[src/sv/wss_pkg.sv]
package wss_pkg;

    localparam int CFG_IDX_W   = 3;
    localparam int CFG_DATA_W  = 32;
    localparam int GEOM_W      = 4;
    localparam int SIZE_W      = 11;
    localparam int WEIGHT_W    = 16;
    localparam int BIAS_W      = 32;
    localparam int VALUE_W     = 32;
    localparam int FRAC_SHIFT  = 14;
    localparam int QUEUE_DEPTH = 4;

    typedef enum logic [CFG_IDX_W-1:0] {
        CFG_KERNEL_W = 3'd0,
        CFG_KERNEL_H = 3'd1,
        CFG_STRIDE_X = 3'd2,
        CFG_STRIDE_Y = 3'd3,
        CFG_IMAGE_W  = 3'd4,
        CFG_IMAGE_H  = 3'd5,
        CFG_WEIGHT   = 3'd6,
        CFG_BIAS     = 3'd7
    } t_cfg_idx;

    localparam logic [GEOM_W-1:0]   RST_KERNEL_W = 4'd2;
    localparam logic [GEOM_W-1:0]   RST_KERNEL_H = 4'd2;
    localparam logic [GEOM_W-1:0]   RST_STRIDE_X = 4'd2;
    localparam logic [GEOM_W-1:0]   RST_STRIDE_Y = 4'd2;
    localparam logic [SIZE_W-1:0]   RST_IMAGE_W  = 11'd1024;
    localparam logic [SIZE_W-1:0]   RST_IMAGE_H  = 11'd1024;
    localparam logic [WEIGHT_W-1:0] RST_WEIGHT   = 16'd16384;
    localparam logic [BIAS_W-1:0]   RST_BIAS     = 32'd0;

    // per-pixel classification handed from the front to the back
    typedef struct packed {
        logic row_first;
        logic sub_row;
        logic col_first;
        logic sub_col;
        logic emit;
        logic row_end;
        logic plane_end;
    } t_flags;

endpackage

[src/sv/wss_front.sv]
module wss_front #(
    parameter int MAX_WIDTH    = 1024,
    parameter int MAX_HEIGHT   = 1024,
    parameter int MAX_KERNEL_W = 8,
    parameter int MAX_KERNEL_H = 8,
    localparam int XW  = $clog2(MAX_WIDTH),
    localparam int KWW = $clog2(MAX_KERNEL_W + 1),
    localparam int HSW = (MAX_KERNEL_H > 1) ? $clog2(MAX_KERNEL_H) : 1
) (
    input  logic                                 i_clk,
    input  logic                                 i_rst_n,
    input  logic                                 i_cfg_valid,
    input  logic [wss_pkg::CFG_IDX_W-1:0]        i_cfg_index,
    input  logic [wss_pkg::CFG_DATA_W-1:0]       i_cfg_data,
    input  logic                                 i_push,
    output logic [XW-1:0]                        o_x,
    output logic [HSW-1:0]                       o_slot_wr,
    output logic [HSW-1:0]                       o_slot_rd,
    output wss_pkg::t_flags                      o_flags,
    output logic [KWW-1:0]                       o_kernel_w,
    output logic signed [wss_pkg::WEIGHT_W-1:0]  o_weight,
    output logic signed [wss_pkg::BIAS_W-1:0]    o_bias
);
    import wss_pkg::*;

    localparam int YW  = $clog2(MAX_HEIGHT);
    localparam int WW  = XW + 1;
    localparam int HW  = YW + 1;
    localparam int KHW = $clog2(MAX_KERNEL_H + 1);
    localparam int PW  = ((WW > HW) ? WW : HW) + 2;
    localparam logic [HSW:0] SLOTS = (HSW + 1)'(MAX_KERNEL_H);

    logic [GEOM_W-1:0]          r_kernel_w, r_kernel_h, r_stride_x, r_stride_y;
    logic [SIZE_W-1:0]          r_image_w, r_image_h;
    logic signed [WEIGHT_W-1:0] r_weight;
    logic signed [BIAS_W-1:0]   r_bias;
    logic [XW-1:0]              r_x, n_x;
    logic [YW-1:0]              r_y, n_y;
    logic [GEOM_W-1:0]          r_cph, n_cph, r_rph, n_rph;
    logic [HSW-1:0]             r_slot, n_slot;

    logic [KWW-1:0]    kw;
    logic [KHW-1:0]    kh;
    logic [GEOM_W-1:0] sx, sy, cur_cph, cur_rph;
    logic [WW-1:0]     w;
    logic [HW-1:0]     h;
    logic [PW-1:0]     px, py, pw, ph, pkw, pkh, psx, psy;
    logic              col_ok, row_ok, last_col, last_row;
    logic [HSW:0]      s_ext, skh;

    always_comb begin
        if (r_kernel_w == '0) begin
            kw = KWW'(1);
        end else if (r_kernel_w > MAX_KERNEL_W) begin
            kw = KWW'(MAX_KERNEL_W);
        end else begin
            kw = KWW'(r_kernel_w);
        end
        if (r_kernel_h == '0) begin
            kh = KHW'(1);
        end else if (r_kernel_h > MAX_KERNEL_H) begin
            kh = KHW'(MAX_KERNEL_H);
        end else begin
            kh = KHW'(r_kernel_h);
        end
        if (r_image_w == '0) begin
            w = WW'(1);
        end else if (r_image_w > MAX_WIDTH) begin
            w = WW'(MAX_WIDTH);
        end else begin
            w = WW'(r_image_w);
        end
        if (r_image_h == '0) begin
            h = HW'(1);
        end else if (r_image_h > MAX_HEIGHT) begin
            h = HW'(MAX_HEIGHT);
        end else begin
            h = HW'(r_image_h);
        end
        sx = (r_stride_x == '0) ? GEOM_W'(1) : r_stride_x;
        sy = (r_stride_y == '0) ? GEOM_W'(1) : r_stride_y;
    end

    always_comb begin
        px  = PW'(r_x);
        py  = PW'(r_y);
        pw  = PW'(w);
        ph  = PW'(h);
        pkw = PW'(kw);
        pkh = PW'(kh);
        psx = PW'(sx);
        psy = PW'(sy);

        col_ok   = (px + PW'(1)) >= pkw;
        row_ok   = (py + PW'(1)) >= pkh;
        last_col = (px + PW'(1)) == pw;
        last_row = (py + PW'(1)) == ph;

        // phase restarts where the first window of a row or column ends
        cur_cph = ((px + PW'(1)) == pkw) ? '0 : r_cph;
        cur_rph = ((py + PW'(1)) == pkh) ? '0 : r_rph;

        o_flags.row_first = (r_y == '0);
        o_flags.sub_row   = (py >= pkh);
        o_flags.col_first = (r_x == '0);
        o_flags.sub_col   = (px >= pkw);
        o_flags.emit      = (pw >= pkw) && (ph >= pkh) && col_ok && row_ok &&
                            (cur_cph == '0) && (cur_rph == '0);
        // no further window start fits in the row / plane
        o_flags.row_end   = (px + psx) >= pw;
        o_flags.plane_end = ((px + psx) >= pw) && ((py + psy) >= ph);

        // ring slot of the row that leaves the column sum
        s_ext = {1'b0, r_slot};
        skh   = (HSW + 1)'(kh);
        if (s_ext >= skh) begin
            o_slot_rd = HSW'(s_ext - skh);
        end else begin
            o_slot_rd = HSW'(s_ext + SLOTS - skh);
        end
        o_slot_wr = r_slot;
        o_x       = r_x;

        n_cph = r_cph;
        if (col_ok) begin
            n_cph = (cur_cph == sx - GEOM_W'(1)) ? '0 : cur_cph + GEOM_W'(1);
        end
        n_x    = r_x + XW'(1);
        n_y    = r_y;
        n_rph  = r_rph;
        n_slot = r_slot;
        if (last_col) begin
            n_x = '0;
            if (row_ok) begin
                n_rph = (cur_rph == sy - GEOM_W'(1)) ? '0 : cur_rph + GEOM_W'(1);
            end
            if (last_row) begin
                n_y    = '0;
                n_slot = '0;
            end else begin
                n_y    = r_y + YW'(1);
                n_slot = ({1'b0, r_slot} == SLOTS - (HSW + 1)'(1)) ? '0 :
                         r_slot + HSW'(1);
            end
        end
    end

    always_ff @(posedge i_clk) begin
        if (!i_rst_n) begin
            r_kernel_w <= RST_KERNEL_W;
            r_kernel_h <= RST_KERNEL_H;
            r_stride_x <= RST_STRIDE_X;
            r_stride_y <= RST_STRIDE_Y;
            r_image_w  <= RST_IMAGE_W;
            r_image_h  <= RST_IMAGE_H;
            r_weight   <= RST_WEIGHT;
            r_bias     <= RST_BIAS;
            r_x        <= '0;
            r_y        <= '0;
            r_cph      <= '0;
            r_rph      <= '0;
            r_slot     <= '0;
        end else if (i_cfg_valid) begin
            case (t_cfg_idx'(i_cfg_index))
                CFG_KERNEL_W: r_kernel_w <= i_cfg_data[GEOM_W-1:0];
                CFG_KERNEL_H: r_kernel_h <= i_cfg_data[GEOM_W-1:0];
                CFG_STRIDE_X: r_stride_x <= i_cfg_data[GEOM_W-1:0];
                CFG_STRIDE_Y: r_stride_y <= i_cfg_data[GEOM_W-1:0];
                CFG_IMAGE_W:  r_image_w  <= i_cfg_data[SIZE_W-1:0];
                CFG_IMAGE_H:  r_image_h  <= i_cfg_data[SIZE_W-1:0];
                CFG_WEIGHT:   r_weight   <= i_cfg_data[WEIGHT_W-1:0];
                CFG_BIAS:     r_bias     <= i_cfg_data[BIAS_W-1:0];
                default: ;
            endcase
            // geometry change restarts the plane
            if (t_cfg_idx'(i_cfg_index) != CFG_WEIGHT &&
                t_cfg_idx'(i_cfg_index) != CFG_BIAS) begin
                r_x    <= '0;
                r_y    <= '0;
                r_cph  <= '0;
                r_rph  <= '0;
                r_slot <= '0;
            end
        end else if (i_push) begin
            r_x    <= n_x;
            r_y    <= n_y;
            r_cph  <= n_cph;
            r_rph  <= n_rph;
            r_slot <= n_slot;
        end
    end

    assign o_kernel_w = kw;
    assign o_weight   = r_weight;
    assign o_bias     = r_bias;

`ifndef NO_ASSERTIONS
    a_x_in_row: assert property (@(posedge i_clk) disable iff (!i_rst_n)
        px < pw) else $error("column position beyond image width");
    a_y_in_plane: assert property (@(posedge i_clk) disable iff (!i_rst_n)
        py < ph) else $error("row position beyond image height");
    a_slot_wrap: assert property (@(posedge i_clk) disable iff (!i_rst_n)
        i_push && !i_cfg_valid && last_col && last_row |=> r_slot == '0)
        else $error("row ring slot not rewound at plane end");
`endif

endmodule

[config.mk]
export PLATFORM = sky130hd
export DESIGN_NAME = wss_front
export DESIGN_NICKNAME = d
export VERILOG_FILES = /design/src/sv/wss_pkg.sv /design/src/sv/wss_front.sv
export SDC_FILE = /design/constraint.sdc
export NUM_CORES = 1
export LEC_CHECK = 0
export BUFFER_PORTS_ARGS = -buffer_cell sky130_fd_sc_hd__buf_2
export CAP_MARGIN = 25
export CORE_ASPECT_RATIO = 2
export CORE_UTILIZATION = 35
export CTS_BUF_LIST = sky130_fd_sc_hd__clkbuf_2
export CTS_CLUSTER_SIZE = 16
export DETAILED_ROUTE_END_ITERATION = 7
export GPL_ROUTABILITY_DRIVEN = 1
export MAX_ROUTING_LAYER = met4
export PLACE_DENSITY = 0.57
export SKIP_LAST_GASP = 1
export SLEW_MARGIN = 20
export SYNTH_ARGS = -nofsm -noshare
export SYNTH_HDL_FRONTEND = slang
export SYNTH_SLANG_ARGS = --single-unit
[constraint.sdc]
create_clock -name i_clk -period 3.4 [get_ports i_clk]
set_input_delay 0.17 -clock i_clk [delete_from_list [all_inputs] [get_ports i_clk]]
set_output_delay 0.17 -clock i_clk [all_outputs]
set_load 0.03 [all_outputs]
Word level (Yosys, flattened, before mapping)
Cells that the tools add are included.

Register bits: 117. Input bits: 39. Output and inout port bits: 75. Word-level logic and storage cells: 128.

Add/sub/neg operators: 14. Magnitude comparators: 13. Equality and inequality tests: 17. Multiplexer cells: 37. Reductions and logical operators: 34.

Operators with widths (number): $mux 10 (8); $mux 4 (18); $mux 11 (4); $ge 11x4->1 (3); $eq 13x11->1 (2); $logic_not 4->1 (6); $add 10x1->11 const B (2); $add 10x4->11 (2); $eq 11x4->1 (2); $ge 11x11->1 (2); $gt 11x11->1 const B (2); $logic_not 11->1 (2); $mux 3 (7); $add 10x1->10 const B (2); $ge 10x4->1 (2); $logic_not 10->1 (2); $reduce_and 2->1 (9); $eq 3x3->1 const B (5); $ge 13x4->1 (1); $add 4x1->4 const B (2); $eq 4x4->1 (2); $gt 4x4->1 const B (2); $reduce_bool 2->1 (4); $sub 4x1->4 const B (2); 11 further kinds (22).

Depth between registers and ports, before layout
Depth after elaboration: 11. Mapped depth: 16. Gate-level depth less buffers: 16.

Worst setup path before layout
Ideal clock, no wire load.

Path kind: register -> output. Start: register r_stride_x[2]. End: output port o_flags[0] in the netlist's numbering. Arrival: 4042 ps. Required time: 3230 ps. Path slack: -812 ps. Stages on the path, launching flop included: 15. Path buffers: 0. Cells stage by stage: dfxtp_1 > nor3_1 > or2_2 > ha_1 > inv_1 > fa_1 > inv_1 > a21o_1 > a21oi_1 > nor2_1 > xor2_1 > ha_1 > o2111ai_1 > o311ai_0 > o311a_1.

RTL lines: from (decl) (line wss_front.sv:33) `logic [GEOM_W-1:0] r_kernel_w, r_kernel_h, r_stride_x, r_stride_y;`; from (signal assigned) (line wss_front.sv:167) `CFG_STRIDE_X: r_stride_x <= i_cfg_data[GEOM_W-1:0];`; to (decl) (line wss_front.sv:19) `output wss_pkg::t_flags o_flags,`.

==> reports/metrics.cfg <==
[run_status]
status = complete, but fails checks
violations = setup timing

[global_routing]
antenna_found_initial = 1
grt_pass1_vias = 7640
grt_use_total_pct = 23.8
grt_remaining_overflow = 0
grt_pass1_wl_mm = 39.8
grt_max_degree = 71

[clocking]
cts_tree = yes
clkTransAtPathRegs_ps = 200
clock_path_buffers = 2
htreeDepth = 4
clk_latency_ps = 750
numCtsBuffers = 17
clock_tree.root_cell = clkbuf_2
clock_sinks = 117

[route]
routed_wl_mm = 25.9
vias_per_cell = 5.34
ant_nets = 0
dr.pass1.iters = 6
via_count = 7971
drt_iter0_drc = 304
wire_per_inst_microns = 17.3
drcViolationCount = 0

[finish]
syn2layout_area_growth_pct = 30.5
regArea_sq_um = 2370
fin_util_pct = 46.7
fillers = 2221
multi_input_area_sq_um = 5320
drive_above_1_share_pct = 26.0
finalNetCount = 1317

[worst_setup_path]
required_ps = 3230
critical_path_class = flop to output port
cp_max_fo = 2
cp-start-kind = flop
crit_arrival_ps = 3960
cp-end-kind = output port

[synthesis]
syn_area_sq_um = 7760
synth-main-ff-cell = dfxtp_1
synthCells = 1014
syn_nets = 1123
ys_warn_count = 0
synth_edf_count = 0
synthArstFlopShare_pct = 0
synth-seq-area-share_pct = 30.2
yosys.cell_types.count = 69
avgSynthCellArea_sq_um = 7.66
ys_seq_elements = 117

[floorplanning]
die_h_microns = 213
num_rows = 76
ios = 114
die_area_sq_um = 22800
core_area_sq_um = 21700
die_w_microns = 107
initial_utilization_pct = 35.8

[timing]
finalHoldViolations = 0
period_share_pct = 122
final.min_clock_period_ps = 4130
relSlewSlack_pct = 41.8
rsz0062_at_grt = true
setup_ws_ps = -733
setup_viol = 3
tightest_slew_ps = 873
skew_ps = 50.4
slew_violations = 0
max_freq_ghz = 0.242

[worst_hold_path]
hold_path_class = input pin to flop

[place]
place.port_buffers = 113
gp_congestion = 0.931
hpwl_mm = 19.3

[power]
ir_worst_vdd_mv = 0.278
total_power_mw = 2.90
total_leakage_power_nw = 4.39
cellPowerDensity_nw_per_um2 = 286

[flow_run]
cap_violations = 0

## worst max-delay path, stage by stage, from the launching register on
cell and delay, ps:
dfxtp_2 370, nor3_2 180, nor2_1 80, inv_1 90, ha_4 140, inv_2 40, fa_1 550, inv_2 50
ha_4 200, nor2b_1 120, o21a_1 160, o21a_1 170, o21a_1 170, o21ai_2 100, a21oi_1 70, o31a_1 240
o311a_1 360, buf_6 150
## power breakdown
part / leakage (nW) / internal (mW) / switching (mW)
combinational: 3.29 / 0.197 / 0.268
sequential: 0.952 / 1.40 / 0.0207
clock: 0.148 / 0.416 / 0.600
## metrics by stage
| stage | setup slack [ps] | hold slack [ps] | setup TNS [ps] | std cells | cell area [sq um] |
|---|---|---|---|---|---|
| 6_report | -733 | 183 | -1470 | 1494 | 10100 |
| 3_5_place_dp | -49.9 | 403 | -68.1 | 1406 | 8960 |
| 2_1_floorplan | 60.3 | 294 | 0 | 1014 | 7780 |
| 5_1_grt | -947 | 96.9 | -2170 | 1494 | 10100 |
| 3_3_place_gp | -12.9 | 399 | -14.0 | 1406 | 8960 |
| 4_1_cts | -844 | 86.2 | -4490 | 1491 | 9900 |
## Yosys cell counts (6+ instances only)
master / instances / area (sq um)
nand2_1: 185 / 694
dfxtp_1: 117 / 2340
a21oi_1: 95 / 475
nor2_1: 68 / 255
ha_1: 67 / 838
inv_1: 56 / 210
clkbuf_1: 52 / 195
o21ai_0: 34 / 170
nand3_1: 26 / 130
xnor2_1: 26 / 228
nand2b_1: 24 / 150
xor2_1: 23 / 201
nor3_1: 22 / 110
mux2i_1: 19 / 190
a21o_1: 11 / 82.6
a31oi_1: 11 / 68.8
nor2b_1: 11 / 68.8
and3_1: 9 / 56.3
buf_2: 9 / 45.0
a22o_1: 8 / 70.1
a32o_1: 8 / 80.1
nor4_1: 8 / 50.1
o211ai_1: 7 / 52.6
o21a_1: 7 / 52.6
or2_2: 7 / 43.8
nand4_1: 6 / 37.5
or4_1: 6 / 45.0
## path summary, 6_finish.rpt
kind             startpoint    endpoint  slack (ps)  cells after the start
min          i_cfg_data[17]  o_bias[17]         180                      4
max           r_stride_y[3]  o_flags[0]        -730                     17
max reg2reg          o_x[1]    r_rph[3]         140                     10
min reg2reg      o_bias[24]  o_bias[24]         460                      2
## state kept, by name, indices dropped and copies added (netlist names), 10 cells and up
| name | flops |
|---|---|
| o_bias | 32 |
| o_weight | 16 |
| r_image_h | 11 |
| r_image_w | 11 |
| o_x | 10 |
| r_y | 10 |
## area by class of cell
cell class / instances / share of cell area [%]
multi-input combinational: 775 / 52.5
sequential: 117 / 23.4
timing repair buffer: 239 / 16.1
tap: 273 / 3.37
inverter: 58 / 2.15
clock inverter: 12 / 1.51
clock buffer: 19 / 0.938
antenna: 1 / 0.0247
## timing repair
item	4_1_cts	5_1_grt
hold buffers	39	0
buffers inserted	16	9
pin swaps	26	35
gates resized for setup	47	44
endpoints found under the setup margin	3	16
hold endpoints to repair	93	0
## cell usage in the layout (no fill, tap or decap), types with 9 or more instances in the layout
master         count
nor2b_1           10
nand3_1           24
ha_1              57
o21ai_0           32
buf_2            110
xnor2_1           26
nand2_1          185
a21o_1            11
clkbuf_2          19
dfxtp_2           12
buf_4             85
dfxtp_1          102
inv_2              9
dlygate4sd3_1     39
nor2_1            66
xor2_1            20
inv_1             48
a31oi_1           11
a21oi_1           87
nand2b_1          23
mux2i_1           19
nor3_1            18
## per-layer routing
layer	track usage (%)	up-vias	wire (microns)
met5	-	-	0
met4	13.5	0	1330
met3	3.59	63	798
met2	46.2	197	14700
met1	21.4	3810	9050
li1	-	3901	-
## cells by family after synthesis
| kind of cell | Yosys count | synth area share (%) |
|---|---|---|
| fa+ha+maj | 70 | 11.6 |
| mux | 21 | 2.74 |
| xor+xnor | 50 | 5.82 |
| buf+inv | 122 | 6.14 |
| flops | 117 | 30.2 |
| compound gates | 225 | 18.4 |
| simple gates | 409 | 25.1 |
No activity file was read; power rests on OpenSTA's default activity.
