==> src/sv/wss_pkg.sv <==
package wss_pkg;

    localparam int CFG_IDX_W   = 3;
    localparam int CFG_DATA_W  = 32;
    localparam int GEOM_W      = 4;
    localparam int SIZE_W      = 11;
    localparam int WEIGHT_W    = 16;
    localparam int BIAS_W      = 32;
    localparam int VALUE_W     = 32;
    localparam int FRAC_SHIFT  = 14;
    localparam int QUEUE_DEPTH = 4;

    typedef enum logic [CFG_IDX_W-1:0] {
        CFG_KERNEL_W = 3'd0,
        CFG_KERNEL_H = 3'd1,
        CFG_STRIDE_X = 3'd2,
        CFG_STRIDE_Y = 3'd3,
        CFG_IMAGE_W  = 3'd4,
        CFG_IMAGE_H  = 3'd5,
        CFG_WEIGHT   = 3'd6,
        CFG_BIAS     = 3'd7
    } t_cfg_idx;

    localparam logic [GEOM_W-1:0]   RST_KERNEL_W = 4'd2;
    localparam logic [GEOM_W-1:0]   RST_KERNEL_H = 4'd2;
    localparam logic [GEOM_W-1:0]   RST_STRIDE_X = 4'd2;
    localparam logic [GEOM_W-1:0]   RST_STRIDE_Y = 4'd2;
    localparam logic [SIZE_W-1:0]   RST_IMAGE_W  = 11'd1024;
    localparam logic [SIZE_W-1:0]   RST_IMAGE_H  = 11'd1024;
    localparam logic [WEIGHT_W-1:0] RST_WEIGHT   = 16'd16384;
    localparam logic [BIAS_W-1:0]   RST_BIAS     = 32'd0;

    // per-pixel classification handed from the front to the back
    typedef struct packed {
        logic row_first;
        logic sub_row;
        logic col_first;
        logic sub_col;
        logic emit;
        logic row_end;
        logic plane_end;
    } t_flags;

endpackage

==> src/sv/wss_queue.sv <==
module wss_queue #(
    parameter int W = 8
) (
    input  logic         i_clk,
    input  logic         i_rst_n,
    input  logic         i_push,
    input  logic [W-1:0] i_data,
    output logic         o_ready,
    input  logic         i_pop,
    output logic         o_valid,
    output logic [W-1:0] o_data
);
    import wss_pkg::*;

    localparam int PTW = (QUEUE_DEPTH > 1) ? $clog2(QUEUE_DEPTH) : 1;
    localparam int CNW = $clog2(QUEUE_DEPTH + 1);

    logic [W-1:0]   r_mem [QUEUE_DEPTH];
    logic [PTW-1:0] r_wr, r_rd;
    logic [CNW-1:0] r_count;
    logic           push_ok, pop_ok;

    assign o_ready = (r_count != CNW'(QUEUE_DEPTH));
    assign o_valid = (r_count != '0);
    assign o_data  = r_mem[r_rd];
    assign push_ok = i_push && o_ready;
    assign pop_ok  = i_pop && o_valid;

    always_ff @(posedge i_clk) begin
        if (push_ok) begin
            r_mem[r_wr] <= i_data;
        end
    end

    always_ff @(posedge i_clk) begin
        if (!i_rst_n) begin
            r_wr    <= '0;
            r_rd    <= '0;
            r_count <= '0;
        end else begin
            if (push_ok) begin
                r_wr <= (r_wr == PTW'(QUEUE_DEPTH - 1)) ? '0 : r_wr + PTW'(1);
            end
            if (pop_ok) begin
                r_rd <= (r_rd == PTW'(QUEUE_DEPTH - 1)) ? '0 : r_rd + PTW'(1);
            end
            case ({push_ok, pop_ok})
                2'b10:   r_count <= r_count + CNW'(1);
                2'b01:   r_count <= r_count - CNW'(1);
                default: r_count <= r_count;
            endcase
        end
    end

`ifndef NO_ASSERTIONS
    a_ptr_gap: assert property (@(posedge i_clk) disable iff (!i_rst_n)
        (r_count == '0 || r_count == CNW'(QUEUE_DEPTH)) |-> r_wr == r_rd)
        else $error("queue pointers disagree with count");
`endif

endmodule

==> config.mk <==
export PLATFORM = sky130hd
export DESIGN_NAME = wss_queue
export DESIGN_NICKNAME = d
export VERILOG_FILES = /design/src/sv/wss_pkg.sv /design/src/sv/wss_queue.sv
export SDC_FILE = /design/constraint.sdc
export NUM_CORES = 1
export LEC_CHECK = 0
export BUFFER_PORTS_ARGS = -buffer_cell sky130_fd_sc_hd__buf_2
export CORE_UTILIZATION = 52
export DETAILED_ROUTE_END_ITERATION = 7
export GPL_ROUTABILITY_DRIVEN = 0
export PLACE_DENSITY = 0.73
export SLEW_MARGIN = 10
export SYNTH_ARGS = -nofsm -noshare
export SYNTH_HDL_FRONTEND = slang
export SYNTH_SLANG_ARGS = --single-unit
==> constraint.sdc <==
create_clock -name i_clk -period 7.1 [get_ports i_clk]
set_input_delay 1.42 -clock i_clk [delete_from_list [all_inputs] [get_ports i_clk]]
set_output_delay 1.42 -clock i_clk [all_outputs]
set_load 0.005 [all_outputs]
# Word-level counts from Yosys, hierarchy flattened
# Memories as Yosys holds them, arrays and structs flattened. A register that Yosys moved wholly into a read port is not among the register bits.
# Cells that the tools add are included.
# totals
regBits,7
ramBits,32
in_bits,12
out_inout_bits,10
wordCells,24
n_memories,1
# memory_table
memory,words,word_bits,read_ports,rd_ports_with_merged_regs,write_ports,line,rtl
r_mem,4,8,1,1,1,wss_queue.sv:18,logic [W-1:0] r_mem [QUEUE_DEPTH];
# op_classes
addsub,4
n_eq_ne,5
n_mux,7
reduce_logical,4
# ops
cell,n
$mux W2,4
$eq A2 B2 Y1 const B,3
$pmux W3 S2,1
$add A2 B1 Y2 const B,2
$add A3 B1 Y3 const B,1
$ne A3 B3 Y1 const B,1
$reduce_bool A3 Y1,1
$sub A3 B1 Y3 const B,1
$eq A2 B1 Y1 const B,1
$logic_and A1 B1 Y1,2
$mux W1,2
$reduce_bool A2 Y1,1

# Logic depth before layout (Yosys ltp)
# Gate-level depths: netlist of the first run.
# depth
ltp_word,4
mapped_depth,10
depth_no_buf,9

# Least setup slack after synthesis of the first run
# Ideal clock, no wire load.
# synth_timing
path_type,in2reg
start,input i_push
end,register r_count[2]
setup_ns,0.070
t_arrival_ns,2.841
t_required_ns,7.030
setup_slack_ns,4.189
path_stages,8
n_path_buf,0
path_cell_list,and2_4 inv_1 ha_1 inv_1 fa_1 xor2_1 or3_2 a21boi_1
# synth_via
elab_chain_cells,3
elab_cells_between_ends,5
classes_between,2 x eq/ne; 1 x mux; 2 x reduce/logical
# synth_lines
item,line,rtl
"start, declared",wss_queue.sv:6,"input logic i_push,"
$logic_and A1 B1 Y1 *,wss_queue.sv:26,assign push_ok = i_push && o_ready;
$eq A2 B1 Y1 or $eq A2 B2 Y1 (tied branches),wss_queue.sv:47,"case ({push_ok, pop_ok})"
$pmux W3 S2 or $reduce_bool A2 Y1 (tied branches),n/a,
"end signal, assigned",wss_queue.sv:48,2'b10: r_count <= r_count + CNW'(1);
"end signal, assigned",wss_queue.sv:49,2'b01: r_count <= r_count - CNW'(1);
"end signal, assigned",wss_queue.sv:50,default: r_count <= r_count;
"end, declared",wss_queue.sv:20,logic [CNW-1:0] r_count;
# Every way passes the cells marked *; elsewhere a longest branch is shown, timed or not.
# A chain may end at the register's enable or synchronous reset.

==> impl_metrics.sql, run 1 <==
INSERT INTO impl_metrics (metric_group, metric, value, unit) VALUES
('timing', 'tightestPinTransition', '557', 'ps'),
('run_status', 'outcome', 'finished, final reports clean', ''),
('power', 'power_frac_seq', '56.1', '%'),
('timing', 'report.final.setup_viol', '0', ''),
('timing', 'final_critical_period', '3170', 'ps'),
('timing', 'number_of_endpoints_with_negative_hold_slack_in_the_final_report', '0', ''),
('power', 'power.density', '314', 'nW/um2'),
('clocking', 'ctsLongestPathBuffers', '2', ''),
('yosys', 'netlist-cell-type-count', '27', ''),
('floorplanning', 'core-area', '3030', 'um2'),
('placed_design', 'placed_cells', '159', ''),
('critical_path', 'critical_path.startpoint_type', 'flop', ''),
('placed_design', 'placement.cell_area', '1790', 'um2'),
('global_routing', 'via_count_of_the_first_global_routing_pass', '924', ''),
('clocking', 'cts.clk_slew.worst_paths', '100', 'ps'),
('yosys', 'syn_avg_cell_area', '16.9', 'um2'),
('power', 'vdd_ir_drop_max', '0.164', 'mV'),
('job', 'cap_viol_max_count', '0', ''),
('critical_path', 'setup.worst_path.class', 'reg2out', ''),
('route', 'remaining_drc_errors', '0', ''),
('yosys', 'ys_seq_area_share', '69.0', '%'),
('placed_design', 'dp_hpwl', '1820', 'um'),
('power', 'power.net_switching', '162', 'uW'),
('clocking', 'htreeDepth', '2', ''),
('global_routing', 'antenna_found_initial', '0', ''),
('floorplanning', 'initial_core_utilization', '54.6', '%'),
('cells_and_area', 'n_antenna_cell', '0', ''),
('timing', 'layout_setup_ws', '3930', 'ps'),
('placed_design', 'pre_cts_ws', '3940', 'ps'),
('power', 'power.clock.fraction', '18.6', '%'),
('clocking', 'worst_skew_pair.late_latency', '340', 'ps'),
('timing', 'setup_tns', '0', 'ps'),
('route', 'post_drt_via_cell_ratio', '5.29', ''),
('clocking', 'quantity_of_hold_fixing_buffers_added_after_cts', '0', ''),
('cells_and_area', 'post_route_cells_drive_above_1_share', '32.5', '%'),
('clocking', 'clockRootBuffer', 'clkbuf_4', ''),
('placed_design', 'port_buffers', '21', ''),
('global_routing', 'maximum_number_of_pins_on_one_net_before_global_route_repair', '12', ''),
('power', 'combinational_share_of_power', '25.4', '%'),
('critical_path', 'setup.worst_path.end_class', 'output pin', ''),
('critical_path', 'worstPathMaxFanout', '8', ''),
('global_routing', 'global_route_wire_length_before_repair', '4240', 'um'),
('yosys', 'synth.top_cells.by_area', 'edfxtp_1 58%, dfxtp_1 11%, mux4_2 11%, ha_1 4.5%, inv_1 1.6%', ''),
('clocking', 'cts_sinks', '41', ''),
('timing', 'min_period_over_period', '44.6', '%'),
('timing', 'final-max-slew-violation-count', '0', ''),
('yosys', 'yosys_register_bits', '41', ''),
('critical_path', 'cp_top_family', 'flip-flops', ''),
('clocking', 'cts-buffers-inserted', '5', ''),
('yosys', 'synthDominantCellAreaShare', '58.1', '%'),
('route', 'postRouteAntennaNets', '0', ''),
('floorplanning', 'row_count', '20', ''),
('critical_path', 'worst-path-buf-inv', '1', ''),
('floorplanning', 'ios', '22', ''),
('global_routing', 'global_route.overflow_total', '0', ''),
('timing', 'max_slew_margin', '62.8', '%'),
('cells_and_area', 'nets', '141', ''),
('critical_path', 'crit_chain', 'mux4_2, buf_2', ''),
('power', 'netSwitchingFraction', '28.1', '%'),
('route', 'postRouteWirelength', '2570', 'um'),
('yosys', 'netlist.top_cell.by_area', 'edfxtp_1', ''),
('timing', 'grt_setup_unrepaired', 'false', ''),
('route', 'first_iter_violations', '20', ''),
('cells_and_area', 'area_delta_synth_final', '11.2', '%'),
('floorplanning', 'floorplan.die_area', '3410', 'um2'),
('clocking', 'post_cts.repair.setup_buffers', '0', ''),
('critical_path', 'cp.required', '5680', 'ps'),
('critical_path', 'max_stage_delay', '690', 'ps'),
('critical_path', 'critical-path-slowest-cell', 'dfxtp_1', ''),
('yosys', 'synth_area', '1650', 'um2'),
('yosys', 'synth-async-reset-ratio', '0', '%');
-- area by class of cell --
| type | count | area [um2] |
|---|---|---|
| clock buffer | 8 | 48.8 |
| sequential | 41 | 1140 |
| multi-input combinational | 46 | 463 |
| tap | 44 | 55.1 |
| timing repair buffer | 21 | 105 |
| inverter | 7 | 26.3 |
| fill | 236 | 1190 |
-- state kept, by name (all words and copies together), names as in the netlist, named ones only --
register  flops
r_rd          2
r_wr          2
r_count       3
r_mem        32
-- cells by family (layout without fill, tap and decap cells) --
logic type | Yosys count | count (layout) | share of synthesized area (%)
and+or+nand+nor | 21 | 21 | 7.26
muxes | 9 | 9 | 11.5
AOI/OAI and AO/OA | 7 | 7 | 2.42
xor gates and xnor gates | 2 | 2 | 1.06
buffers and inverters | 11 | 36 | 3.03
DFF | 41 | 41 | 69.0
adders and majority gates | 7 | 7 | 5.75
-- worst register-to-register path, cell delays in order, from the launching register on --
cell and delay, ps:
dfxtp_1 400, or3b_1 460, and2_4 220, inv_1 50
ha_1 170, inv_1 60, fa_1 380, xor2_1 150
or3_2 410, a21boi_1 160
-- placed cells by master, fill, tap and decap left out, types with 2 or more instances in the layout --
cell / netlist / layout
dfxtp_1: 9 / 9
mux4_2: 8 / 8
clkbuf_4: 0 / 5
nand2_1: 6 / 6
nand3_1: 2 / 2
inv_1: 7 / 7
ha_1: 6 / 6
nor2_1: 2 / 2
clkbuf_1: 1 / 3
and2_1: 2 / 2
buf_2: 1 / 21
o21ai_0: 4 / 4
edfxtp_1: 32 / 32
and3_2: 3 / 3
or3_2: 2 / 2
-- synth_stat cells, types with 2 or more instances --
cell type	number
inv_1	7
and3_2	3
nand3_1	2
edfxtp_1	32
nor2_1	2
ha_1	6
and2_1	2
dfxtp_1	9
nand2_1	6
or3_2	2
mux4_2	8
o21ai_0	4
-- power by group through the flow --
| stage | logic [mW] | registers (mW) | clock network (mW) |
|---|---|---|---|
| finish | 0.146 | 0.324 | 0.107 |
| CTS | 0.150 | 0.325 | 0.111 |
| global placement | 0.141 | 0.328 | 0 |
| global route | 0.167 | 0.330 | 0.122 |
| detailed placement | 0.149 | 0.330 | 0 |
| floorplan | 0.118 | 0.310 | 0 |
-- layer usage --
layer / GRT usage [%] / share of wire [%] / vias up
li1: - / - / 418
met1: 20.0 / 41 / 440
met2: 31.4 / 52 / 19
met3: 6.59 / 4.5 / 7
met4: 9.18 / 2.0 / 0
met5: 0 / 0 / -
-- worst paths after layout --
kind,from,to,slack (ps),depth (start not counted)
setup / recovery,flop,o_data[5],3930,2
hold reg to reg,r_wr[1],r_wr[1],510,2
hold / removal,r_wr[1],r_wr[1],510,2
setup reg to reg,r_count[2],r_count[2],4570,9
No activity file was read; power rests on OpenSTA's default activity.
==> run 2: changes to the inputs <==
Clock period 7.1 ns to 3.3 ns, I/O delays scaled along.
==> impl_metrics.sql, run 2 (synthesis gave the netlist of run 1 again) <==
INSERT INTO impl_metrics (metric_group, metric, value, unit) VALUES
('run_status', 'outcome', 'finished, final reports clean', ''),
('timing', 'final-max-slew-violation-count', '0', ''),
('cells_and_area', 'largest_registers', 'r_mem x32, r_count x3', ''),
('power', 'combinational_share_of_power', '25.5', '%'),
('timing', 'setup_tns', '0', 'ps'),
('global_routing', 'via_count_of_the_first_global_routing_pass', '884', ''),
('power', 'power.clock.fraction', '18.4', '%'),
('route', 'post_drt_via_cell_ratio', '5.25', ''),
('critical_path', 'cp.required', '3570', 'ps'),
('floorplanning', 'fp.dieW', '58.4', 'um'),
('cells_and_area', 'registers.top_by_ff_count', 'r_mem', ''),
('clocking', 'worst_skew_pair.late_latency', '340', 'ps'),
('floorplanning', 'floorplan.die_area', '3410', 'um2'),
('global_routing', 'global_route_wire_length_before_repair', '3920', 'um'),
('cells_and_area', 'fin_util', '60.7', '%'),
('clocking', 'cts.clk_slew.worst_paths', '110', 'ps'),
('clocking', 'post_cts.repair.setup_buffers', '0', ''),
('placed_design', 'port_buffers', '21', ''),
('route', 'routed.top_layer', 'met4', ''),
('route', 'remaining_drc_errors', '0', ''),
('cells_and_area', 'area_delta_synth_final', '11.2', '%'),
('route', 'routed-via-count', '876', ''),
('timing', 'clock.fmax', '396', 'MHz'),
('timing', 'number_of_endpoints_with_negative_hold_slack_in_the_final_report', '0', ''),
('global_routing', 'antenna_found_initial', '0', ''),
('global_routing', 'grtUsageTotal', '16.4', '%'),
('cells_and_area', 'nets', '141', ''),
('critical_path', 'setup.worst_path.class', 'reg2reg', ''),
('critical_path', 'worstPathMaxFanout', '7', ''),
('clocking', 'quantity_of_hold_fixing_buffers_added_after_cts', '0', ''),
('critical_path', 'setup.worst_path.end_class', 'flop', ''),
('timing', 'final_setup_skew', '12.8', 'ps'),
('timing', 'report.final.setup_viol', '0', ''),
('cells_and_area', 'n_antenna_cell', '0', ''),
('power', 'power_report.internal_total', '891', 'uW'),
('timing', 'tightestPinTransition', '539', 'ps'),
('power', 'vdd_ir_drop_max', '0.306', 'mV'),
('timing', 'grt_setup_unrepaired', 'false', ''),
('power', 'netSwitchingFraction', '27.8', '%'),
('floorplanning', 'row_count', '20', ''),
('placed_design', 'placed_cells', '159', ''),
('power', 'power_frac_seq', '56.1', '%'),
('clocking', 'ctsLongestPathBuffers', '2', ''),
('route', 'postRouteAntennaNets', '0', ''),
('clocking', 'tritoncts', 'built', ''),
('job', 'cap_viol_max_count', '0', ''),
('cells_and_area', 'instances_no_fill', '167', ''),
('global_routing', 'maximum_number_of_pins_on_one_net_before_global_route_repair', '13', ''),
('floorplanning', 'floorplan.die.height', '58.4', 'um'),
('route', 'postRouteWirelength', '2370', 'um'),
('clocking', 'cts-buffers-inserted', '5', ''),
('power', 'power.total', '1.23', 'mW'),
('critical_path', 'crit_arrival', '2800', 'ps'),
('cells_and_area', 'final_common_cell', 'edfxtp_1', ''),
('critical_path', 'critical_path.startpoint_type', 'flop', ''),
('clocking', 'cts_sinks', '41', ''),
('power', 'power.net_switching', '343', 'uW'),
('route', 'detail_route.wl_per_cell', '14.2', 'um'),
('clocking', 'htreeDepth', '2', ''),
('timing', 'min_period_over_period', '76.6', '%'),
('timing', 'final_critical_period', '2530', 'ps'),
('route', 'drt_pass1_iterations', '4', ''),
('cells_and_area', 'largest_reg_flops', '32', ''),
('placed_design', 'dp_hpwl', '1670', 'um'),
('route', 'first_iter_violations', '15', ''),
('clocking', 'ctsResizeCount', '0', ''),
('route', 'wl_met1', '998', 'um'),
('cells_and_area', 'most-common-layout-cells', '32 x edfxtp_1, 21 x buf_2, 9 x dfxtp_1', ''),
('cells_and_area', 'post_route_cells_drive_above_1_share', '32.5', '%'),
('route', 'route.met3.wl', '155', 'um'),
('power', 'leakage_power', '0.670', 'nW'),
('worst_hold_path', 'min_path_type', 'reg2reg', ''),
('clocking', 'clockRootBuffer', 'clkbuf_4', ''),
('power', 'power.density', '671', 'nW/um2'),
('floorplanning', 'core-area', '3030', 'um2'),
('timing', 'max_slew_margin', '63.8', '%'),
('route', 'met2_wirelength', '1190', 'um'),
('floorplanning', 'initial_core_utilization', '54.6', '%'),
('global_routing', 'global_route.overflow_total', '0', ''),
('floorplanning', 'ios', '22', '');
[run 2: metal layers]
layer | global-route usage (%) | vias up
met1 | 19.9 | 429
met5 | 0 | -
met4 | 8.16 | 0
met3 | 5.27 | 5
met2 | 26.6 | 26
li1 | - | 416
[run 2: through the flow]
step / setup WS [ps] / cell area, um2 / hold WS (ps)
2_1_floorplan: 955 / 1650 / 468
3_3_place_gp: 934 / 1790 / 487
3_5_place_dp: 809 / 1790 / 500
4_1_cts: 776 / 1840 / 514
5_1_grt: 629 / 1840 / 513
6_report: 773 / 1840 / 511
[run 2: worst paths after layout]
check | slack [ps] | startpoint | depth (start not counted) | endpoint
min | 510 | r_wr[1] | 2 | r_wr[1]
max | 770 | r_count[2] | 9 | r_count[2]
max reg2reg | 770 | r_count[2] | 9 | r_count[2]
min reg2reg | 510 | r_wr[1] | 2 | r_wr[1]
[run 2: final cells by class]
type | count | area, um2
Fill cell | 231 | 1190
Inverter | 7 | 26.3
Clock inverter | 1 | 3.75
Clock buffer | 7 | 45.0
Timing Repair Buffer | 21 | 105
Tap cell | 44 | 55.1
Multi-Input combinational cell | 46 | 463
Sequential cell | 41 | 1140
[run 2: critical path, stage by stage (launching register included)]
cell,delay (ps)
dfxtp_1,410
or3b_1,470
and2_4,220
inv_1,50
ha_1,180
inv_1,60
fa_1,370
xor2_1,160
or3_2,400
a21boi_1,140
[run 2: power groups by stage]
| stage | registers [mW] | logic (mW) | clock network (mW) |
|---|---|---|---|
| 3_5_place_dp | 0.706 | 0.316 | 0 |
| 4_1_cts | 0.695 | 0.321 | 0.233 |
| 3_3_place_gp | 0.703 | 0.312 | 0 |
| 5_1_grt | 0.706 | 0.355 | 0.257 |
| 6_report | 0.692 | 0.315 | 0.227 |
| 2_1_floorplan | 0.668 | 0.255 | 0 |
